<file path="config.mk">
export PLATFORM = sky130hd
export DESIGN_NAME = fixed_frame_decode_validate
export DESIGN_NICKNAME = d
export VERILOG_FILES = /design/src/hw/rtl/ffdv_pkg.sv /design/src/hw/rtl/fixed_frame_decode_validate.sv /design/src/hw/rtl/ffdv_core.sv
export SDC_FILE = /design/constraint.sdc
export NUM_CORES = 1
export LEC_CHECK = 0
export ABC_AREA = 1
export BUFFER_PORTS_ARGS = -buffer_cell sky130_fd_sc_hd__buf_4
export CAP_MARGIN = 20
export CORE_UTILIZATION = 54
export DETAILED_ROUTE_END_ITERATION = 8
export GPL_TIMING_DRIVEN = 0
export PLACE_DENSITY = 0.74
export SLEW_MARGIN = 20
export SYNTH_ARGS = -nofsm -noshare
export SYNTH_HDL_FRONTEND = slang
export SYNTH_SLANG_ARGS = --single-unit
</file>
<file path="constraint.sdc">
create_clock -name aclk -period 23.1 [get_ports aclk]
set_input_delay 0 -clock aclk [delete_from_list [all_inputs] [get_ports aclk]]
set_output_delay 0 -clock aclk [all_outputs]
set_load 0.02 [all_outputs]
</file>
<file path="src/hw/rtl/ffdv_pkg.sv">
package ffdv_pkg;

    localparam logic [5:0]  POS_PAYLOAD_START = 6'd20;
    localparam logic [5:0]  POS_CRC_START     = 6'd60;
    localparam logic [5:0]  POS_LAST          = 6'd63;
    localparam logic [13:0] PAYLOAD_BYTES     = 14'd40;
    localparam logic [31:0] CRC_POLY          = 32'hedb8_8320;
    localparam logic [31:0] CRC_INIT          = 32'hffff_ffff;
    localparam logic [7:0]  MAX_HOP           = 8'd8;
    localparam logic [7:0]  MAX_PRIORITY      = 8'd7;

    typedef enum logic [1:0] {
        ST_PAYLOAD = 2'd0,
        ST_VALID   = 2'd1,
        ST_INVALID = 2'd2
    } status_t;

    typedef enum logic [2:0] {
        REG_VERSION    = 3'd0,
        REG_LOW_TYPE   = 3'd1,
        REG_HIGH_TYPE  = 3'd2,
        REG_PROBE_REQ  = 3'd3,
        REG_PROBE_RESP = 3'd4,
        REG_MAX_LEN    = 3'd5
    } cfg_index_t;

    typedef struct packed {
        logic [7:0]  expected_version;
        logic [7:0]  lowest_type;
        logic [7:0]  highest_type;
        logic [7:0]  probe_request_type;
        logic [7:0]  probe_response_type;
        logic [13:0] max_total_length;
    } cfg_t;

    // packed with payload_byte in the lowest bits, as on the output bus
    typedef struct packed {
        logic [7:0]  priority_res;
        logic [7:0]  hop_budget;
        logic [15:0] total_length;
        logic [7:0]  fragment_count;
        logic [7:0]  fragment_index;
        logic [31:0] message_number;
        logic [31:0] session_number;
        logic [15:0] source;
        logic [15:0] destination;
        logic [7:0]  frame_type;
        logic [7:0]  payload_byte;
    } fields_t;

    typedef struct packed {
        logic    valid;
        status_t status;
        fields_t fields;
    } core_out_t;

    function automatic logic [31:0] crc_byte(input logic [31:0] crc, input logic [7:0] b);
        logic [31:0] c;
        c = crc ^ {24'd0, b};
        for (int k = 0; k < 8; k++) begin
            c = (c >> 1) ^ (c[0] ? CRC_POLY : 32'd0);
        end
        return c;
    endfunction

    // count * 40, fits 14 bits for any 8-bit count
    function automatic logic [13:0] times_payload(input logic [7:0] cnt);
        return 14'({cnt, 5'd0}) + 14'({cnt, 3'd0});
    endfunction

    // cnt == ceil(len / 40)
    function automatic logic count_matches(input logic [7:0] cnt, input logic [15:0] len);
        logic [13:0] upper;
        upper = times_payload(cnt);
        if (cnt == 8'd0) begin
            return len == 16'd0;
        end
        return (len <= {2'd0, upper}) && (len > {2'd0, upper - PAYLOAD_BYTES});
    endfunction

endpackage

</file>
<file path="src/hw/rtl/fixed_frame_decode_validate.sv">
// a byte accepted into the input register moves on to the output register when
// that register is free or draining; its result beat is then held until taken
// throughput: one byte per cycle while results are taken; the crc byte update and
// the frame checks sit between the input register and the output register
// frame position, crc, padding state and config registers reset synchronously
// on aresetn low; the header store is not reset and is written before each use
module fixed_frame_decode_validate (
    input  logic         aclk,
    input  logic         aresetn,
    input  logic         s_tvalid,
    output logic         s_tready,
    input  logic [7:0]   s_tdata,   // data_byte
    output logic         m_tvalid,
    input  logic         m_tready,
    // payload_byte, frame_type, destination, source, session_number,
    // message_number, fragment_index, fragment_count, total_length,
    // hop_budget, priority_res
    output logic [159:0] m_tdata,
    output logic [7:0]   m_tuser,   // status, zero fill
    input  logic         cfg_valid,
    output logic         cfg_ready,
    input  logic [2:0]   cfg_index,
    input  logic [13:0]  cfg_data
);

    ffdv_pkg::cfg_t      cfg_reg;
    ffdv_pkg::core_out_t res;
    ffdv_pkg::fields_t   out_fields_reg;
    ffdv_pkg::status_t   out_status_reg;

    logic       in_valid_reg, in_valid_next;
    logic [7:0] in_byte_reg;
    logic       out_valid_reg, out_valid_next;
    logic       advance;

    assign cfg_ready = 1'b1;

    always_ff @(posedge aclk) begin
        if (!aresetn) begin
            cfg_reg.expected_version    <= 8'd1;
            cfg_reg.lowest_type         <= 8'd1;
            cfg_reg.highest_type        <= 8'd4;
            cfg_reg.probe_request_type  <= 8'd2;
            cfg_reg.probe_response_type <= 8'd3;
            cfg_reg.max_total_length    <= 14'd1024;
        end else if (cfg_valid) begin
            unique case (ffdv_pkg::cfg_index_t'(cfg_index))
                ffdv_pkg::REG_VERSION:    cfg_reg.expected_version    <= cfg_data[7:0];
                ffdv_pkg::REG_LOW_TYPE:   cfg_reg.lowest_type         <= cfg_data[7:0];
                ffdv_pkg::REG_HIGH_TYPE:  cfg_reg.highest_type        <= cfg_data[7:0];
                ffdv_pkg::REG_PROBE_REQ:  cfg_reg.probe_request_type  <= cfg_data[7:0];
                ffdv_pkg::REG_PROBE_RESP: cfg_reg.probe_response_type <= cfg_data[7:0];
                ffdv_pkg::REG_MAX_LEN:    cfg_reg.max_total_length    <= cfg_data;
                default: begin
                end
            endcase
        end
    end

    // the held byte moves on when the output register is free or draining
    assign advance       = in_valid_reg && (!out_valid_reg || m_tready);
    assign s_tready      = !in_valid_reg || advance;
    assign in_valid_next = (s_tvalid && s_tready) || (in_valid_reg && !advance);

    always_ff @(posedge aclk) begin
        if (!aresetn) begin
            in_valid_reg <= 1'b0;
        end else begin
            in_valid_reg <= in_valid_next;
        end
    end

    always_ff @(posedge aclk) begin
        if (s_tvalid && s_tready) begin
            in_byte_reg <= s_tdata;
        end
    end

    ffdv_core u_core (
        .aclk    (aclk),
        .aresetn (aresetn),
        .cfg     (cfg_reg),
        .step    (advance),
        .byte_in (in_byte_reg),
        .res     (res)
    );

    assign out_valid_next = res.valid || (out_valid_reg && !m_tready);

    always_ff @(posedge aclk) begin
        if (!aresetn) begin
            out_valid_reg <= 1'b0;
        end else begin
            out_valid_reg <= out_valid_next;
        end
    end

    always_ff @(posedge aclk) begin
        if (res.valid) begin
            out_fields_reg <= res.fields;
            out_status_reg <= res.status;
        end
    end

    assign m_tvalid = out_valid_reg;
    assign m_tdata  = out_fields_reg;
    assign m_tuser  = {6'd0, out_status_reg};

`ifndef SYNTH
    a_payload_fields_zero: assert property (@(posedge aclk) disable iff (!aresetn)
        m_tvalid && m_tuser[1:0] == ffdv_pkg::ST_PAYLOAD |-> m_tdata[159:8] == '0)
        else $error("payload beat carries header fields");

    a_status_code: assert property (@(posedge aclk) disable iff (!aresetn)
        m_tvalid |-> m_tuser[1:0] != 2'd3 && m_tuser[7:2] == 6'd0)
        else $error("undefined status on output beat");

    a_stall_only_when_full: assert property (@(posedge aclk) disable iff (!aresetn)
        !s_tready |-> in_valid_reg && out_valid_reg && !m_tready)
        else $error("input stalled while pipeline can move");

    a_no_overwrite: assert property (@(posedge aclk) disable iff (!aresetn)
        out_valid_reg && !m_tready |-> !advance && !res.valid)
        else $error("result register overwritten while held");
`endif

endmodule

</file>
<file path="src/hw/rtl/ffdv_core.sv">
module ffdv_core (
    input  logic                aclk,
    input  logic                aresetn,
    input  ffdv_pkg::cfg_t      cfg,
    input  logic                step,
    input  logic [7:0]          byte_in,
    output ffdv_pkg::core_out_t res
);

    logic [5:0]  pos_reg;
    logic [31:0] crc_reg;
    logic [7:0]  rx_crc_reg [0:2];
    logic [7:0]  hdr_reg [0:19];
    logic [5:0]  pad_start_reg;
    logic        pad_err_reg;

    logic [7:0]  f_type, f_version, f_idx, f_cnt, f_hop, f_pri;
    logic [15:0] f_dst, f_src, f_len;
    logic [31:0] f_sess, f_msg;
    logic        is_probe, cnt_ok, in_payload, frame_ok, pad_err_next;
    logic [5:0]  pad_calc, pad_start_eff, offset;
    logic [15:0] pad_diff;
    logic [31:0] rx_crc_full;

    assign f_type    = hdr_reg[0];
    assign f_version = hdr_reg[1];
    assign f_dst     = {hdr_reg[3], hdr_reg[2]};
    assign f_src     = {hdr_reg[5], hdr_reg[4]};
    assign f_sess    = {hdr_reg[9], hdr_reg[8], hdr_reg[7], hdr_reg[6]};
    assign f_msg     = {hdr_reg[13], hdr_reg[12], hdr_reg[11], hdr_reg[10]};
    assign f_idx     = hdr_reg[14];
    assign f_cnt     = hdr_reg[15];
    assign f_len     = {hdr_reg[17], hdr_reg[16]};
    assign f_hop     = hdr_reg[18];
    assign f_pri     = hdr_reg[19];

    assign is_probe = (f_type == cfg.probe_request_type) || (f_type == cfg.probe_response_type);
    assign cnt_ok   = ffdv_pkg::count_matches(f_cnt, f_len);

    // bytes of the last fragment past the message end, and all probe payload bytes, must be zero
    assign pad_diff = f_len - {2'd0, ffdv_pkg::times_payload(f_cnt) - ffdv_pkg::PAYLOAD_BYTES};
    always_comb begin
        priority if (is_probe) begin
            pad_calc = 6'd0;
        end else if (f_idx == f_cnt && f_cnt != 8'd0 && cnt_ok) begin
            pad_calc = pad_diff[5:0];
        end else begin
            pad_calc = ffdv_pkg::PAYLOAD_BYTES[5:0];
        end
    end

    assign in_payload    = (pos_reg >= ffdv_pkg::POS_PAYLOAD_START)
                        && (pos_reg < ffdv_pkg::POS_CRC_START);
    assign offset        = pos_reg - ffdv_pkg::POS_PAYLOAD_START;
    assign pad_start_eff = (pos_reg == ffdv_pkg::POS_PAYLOAD_START) ? pad_calc : pad_start_reg;
    assign pad_err_next  = pad_err_reg
                        || (in_payload && offset >= pad_start_eff && byte_in != 8'd0);

    assign rx_crc_full = {byte_in, rx_crc_reg[2], rx_crc_reg[1], rx_crc_reg[0]};

    always_comb begin
        frame_ok = 1'b1;
        if (f_version != cfg.expected_version) frame_ok = 1'b0;
        if (~crc_reg != rx_crc_full) frame_ok = 1'b0;
        if (f_type < cfg.lowest_type || f_type > cfg.highest_type) frame_ok = 1'b0;
        if (f_msg == 32'd0 || f_hop == 8'd0 || f_hop > ffdv_pkg::MAX_HOP) frame_ok = 1'b0;
        if (f_pri > ffdv_pkg::MAX_PRIORITY) frame_ok = 1'b0;
        if (is_probe) begin
            if (f_sess != 32'd0 || f_len != 16'd0 || f_cnt != 8'd1 || f_idx != 8'd1
                || f_hop != 8'd1 || pad_err_reg) frame_ok = 1'b0;
        end else begin
            if (f_sess == 32'd0 || f_len == 16'd0
                || f_len > {2'd0, cfg.max_total_length}) frame_ok = 1'b0;
            if (!cnt_ok || f_idx == 8'd0 || f_idx > f_cnt) frame_ok = 1'b0;
            if (f_idx == f_cnt && pad_err_reg) frame_ok = 1'b0;
        end
    end

    always_comb begin
        res        = '0;
        res.status = ffdv_pkg::ST_PAYLOAD;
        if (pos_reg == ffdv_pkg::POS_LAST) begin
            res.valid                 = step;
            res.status                = frame_ok ? ffdv_pkg::ST_VALID : ffdv_pkg::ST_INVALID;
            res.fields.frame_type     = f_type;
            res.fields.destination    = f_dst;
            res.fields.source         = f_src;
            res.fields.session_number = f_sess;
            res.fields.message_number = f_msg;
            res.fields.fragment_index = f_idx;
            res.fields.fragment_count = f_cnt;
            res.fields.total_length   = f_len;
            res.fields.hop_budget     = f_hop;
            res.fields.priority_res   = f_pri;
        end else if (in_payload) begin
            res.valid               = step;
            res.fields.payload_byte = byte_in;
        end
    end

    always_ff @(posedge aclk) begin
        if (!aresetn) begin
            pos_reg       <= '0;
            crc_reg       <= ffdv_pkg::CRC_INIT;
            pad_start_reg <= '0;
            pad_err_reg   <= 1'b0;
        end else if (step) begin
            pos_reg <= pos_reg + 6'd1;
            if (pos_reg < ffdv_pkg::POS_CRC_START) begin
                crc_reg <= ffdv_pkg::crc_byte(crc_reg, byte_in);
            end else if (pos_reg == ffdv_pkg::POS_LAST) begin
                crc_reg <= ffdv_pkg::CRC_INIT;
            end
            if (pos_reg == ffdv_pkg::POS_PAYLOAD_START) begin
                pad_start_reg <= pad_calc;
            end
            pad_err_reg <= (pos_reg == ffdv_pkg::POS_LAST) ? 1'b0 : pad_err_next;
        end
    end

    always_ff @(posedge aclk) begin
        if (step && pos_reg < ffdv_pkg::POS_PAYLOAD_START) begin
            hdr_reg[pos_reg[4:0]] <= byte_in;
        end
        if (step && pos_reg >= ffdv_pkg::POS_CRC_START && pos_reg != ffdv_pkg::POS_LAST) begin
            rx_crc_reg[pos_reg[1:0]] <= byte_in;
        end
    end

endmodule

</file>
==> impl_metrics.tcl <==
set metrics [dict create \
    drc 0 \
    crit_fanout 5 \
    ys_seq_area_share_pct 63.3 \
    use_met3_pct 4.32 \
    synthCells 1846 \
    power.total_mw 1.77 \
    cts_resized 0 \
    slowest_delay_ns 0.52 \
    die_w_um 194 \
    viasPerCell 5.34 \
    crit_path_top_delay_cell "edfxtp_1" \
    ff2ff_setup_slack_ns 17.61 \
    num_antenna_cells 0 \
    grt_pass1_vias 13900 \
    maxCapViolations 0 \
    wl_per_cell_um 18.8 \
    std_cell_rows 70 \
    io_pins 201 \
    start_util_pct 54.7 \
    dp_hpwl_um 36100 \
    r2r_cells 29 \
    rsz0062_at_grt "false" \
    drive_gt1_share_pct 14.9 \
    worst_slew_pin_slew_ns 1.13 \
    wl_um 50100 \
    reg2reg_from "u_core.hdr_reg[15][0]$_DFFE_PP_" \
    synthTopCellsByArea "edfxtp_1 (53%), dfxtp_1 (10%), inv_1 (5.6%), nor2_1 (5.5%), ha_1 (4.9%)" \
    synthArstFlopShare_pct 0 \
    io_buffers 192 \
    root_buffer "clkbuf_16" \
    chipHeight_um 194 \
    numCtsBuffers 45 \
    fin_util_pct 66.7 \
    final_nets 2262 \
    crit_required_ns 23.56 \
    dpl_cell_area_sq_mm 0.0225 \
    crit_type "register to register" \
    overflow 0 \
    coreArea_sq_mm 0.0365 \
    seq_area_sq_mm 0.0127 \
    status "completed" \
    finalSetupTns_ns 0 \
    start_kind "register" \
    final.setup.worst_slack_ns 17.61 \
    hold_viol 0 \
    synthFlopType "edfxtp_1" \
    htreeDepth 2 \
    ys_ff_latch 455 \
    hold_path_class "input pin to register" \
    path_clk_slew_ns 0.06 \
    grt_use_met1_pct 35.3 \
    grt_pass1_wl_um 77300 \
    grtUsageMet2_pct 44.5 \
    startpoint "u_core.hdr_reg[15][0]$_DFFE_PP_" \
    synth_top_cell_by_area "edfxtp_1" \
    multi_input_area_sq_mm 0.00598 \
    top_usage_layer "met2" \
    antenna_left 0 \
    area_growth_pct 21.9 \
    ys_types 57 \
    postCtsSetupRepairBufs 0 \
    clock_latency_ns 0.58 \
    grt_util_all_layers_pct 26.8 \
    dp_slack_ns 17.73 \
    power.density_mw_per_mm2 72.8 \
    antenna_found_initial 0 \
    drtIter0Drc 1092 \
    final-max-slew-violation-count 0 \
    netlist.area_leader.share_pct 53.2 \
    fin_crit_sh_pct 23.8 \
    critPathArrivalTime_ns 5.95 \
    ys_warn_count 0 \
    period_needed_ns 5.49 \
    worst_setup_path_end_kind "register" \
    min_from "s_tdata[3]" \
    netlist_area_sq_mm 0.0200 \
    fin_skew_ns 0.0198 \
    final_area_sq_mm 0.0244 \
    hold_slack_ns 0.145 \
    clkSinkCount 455 \
    syn_area_per_cell_sq_um 10.8 \
    cts_tree "built" \
    synth_edf_count 354 \
    ir_drop_mv 0.0659 \
    gp_congestion 0.883 \
    relSlewSlack_pct 24.2 \
    setup_viol 0 \
    crit_path_frequent_cell "nand2_1" \
    holdBufCountCts 39 \
    max_freq_ghz 0.182 \
    die-area_sq_mm 0.0378 \
    vias 14200 \
    hold_depth 2 \
    fill_cells 2716 \
    dr.pass1.iters 6 \
    p_leak_nw 10.5 \
    cts.path.max_buffers 3 \
    grt_max_degree 27 \
    stdcell_count 2656 \
    dp_cells 2533 \
]
layout by cell type (no fill, tap or decap), types with 27 or more instances in the layout:
| master | n |
|---|---|
| ha_1 | 79 |
| buf_4 | 201 |
| nand4_1 | 34 |
| nand3_1 | 48 |
| clkbuf_1 | 45 |
| dlygate4sd3_1 | 39 |
| dfxtp_1 | 101 |
| a21oi_1 | 105 |
| nand2_1 | 168 |
| edfxtp_1 | 354 |
| clkbuf_16 | 47 |
| xnor2_1 | 27 |
| inv_1 | 297 |
| xor2_1 | 57 |
| nor2_1 | 294 |
| o21ai_0 | 97 |
cell usage after synthesis, drive strengths merged (2+ instances only):
| cell | count |
|---|---|
| xnor2 | 33 |
| clkbuf | 37 |
| a21boi | 4 |
| edfxtp | 354 |
| o22ai | 6 |
| o211ai | 22 |
| ha | 79 |
| a31oi | 2 |
| nor2 | 295 |
| nand3 | 48 |
| o21a | 8 |
| or2 | 6 |
| dfxtp | 101 |
| buf | 17 |
| o2111ai | 2 |
| nand2 | 173 |
| inv | 300 |
| nor4 | 13 |
| conb | 2 |
| nor3 | 21 |
| xor2 | 59 |
| o21ai | 105 |
| a211oi | 5 |
| o221ai | 2 |
| fa | 2 |
| nand4 | 34 |
| a21oi | 108 |
cells by family (layout without fill, tap and decap cells):
family / Yosys count / in the layout / synth area share (%)
compound gates: 270 / 270 / 7.64
xor+xnor: 92 / 92 / 4.50
fa+ha+maj: 81 / 81 / 5.14
buf+inv: 354 / 691 / 7.05
flops: 455 / 455 / 63.3
other cells: 2 / 7 / 0.0376
simple gates: 592 / 592 / 12.4
area by class of cell:
class | count | share of cell area [%]
Sequential cell | 455 | 51.9
Buffer | 54 | 1.15
Timing Repair Buffer | 253 | 9.26
Tap cell | 468 | 2.40
Multi-Input combinational cell | 1042 | 24.5
Clock inverter | 22 | 0.939
Inverter | 300 | 4.63
Clock buffer | 62 | 5.18
layer usage:
layer | share of wire (%) | up-vias
met2 | 48 | 518
li1 | - | 6793
met3 | 6.9 | 113
met4 | 3.7 | 0
met1 | 42 | 6755
met5 | 0 | -
power breakdown:
part,internal [mW],total [mW],switching (mW)
Clock,0.420,0.730,0.311
Combinational,0.0574,0.142,0.0845
Sequential,0.888,0.902,0.0133
worst max-delay path: cells and delay by family, from the launching register on:
kind / cells / cell delay [ns]
AOI/OAI and AO/OA: 8 / 1.34
and+or+nand+nor: 14 / 1.94
buffers and inverters: 2 / 0.14
adders and majority gates: 4 / 1.35
DFF: 1 / 0.52
xor gates and xnor gates: 1 / 0.10
worst paths after layout:
path | end
min reg2reg | cfg_reg[39]$_SDFFE_PN0P_
min | in_byte_reg[3]$_DFFE_PP_
max reg2reg | u_core.pad_err_reg$_SDFFE_PN0P_
max | u_core.pad_err_reg$_SDFFE_PN0P_
No activity file was read; power rests on OpenSTA's default activity.
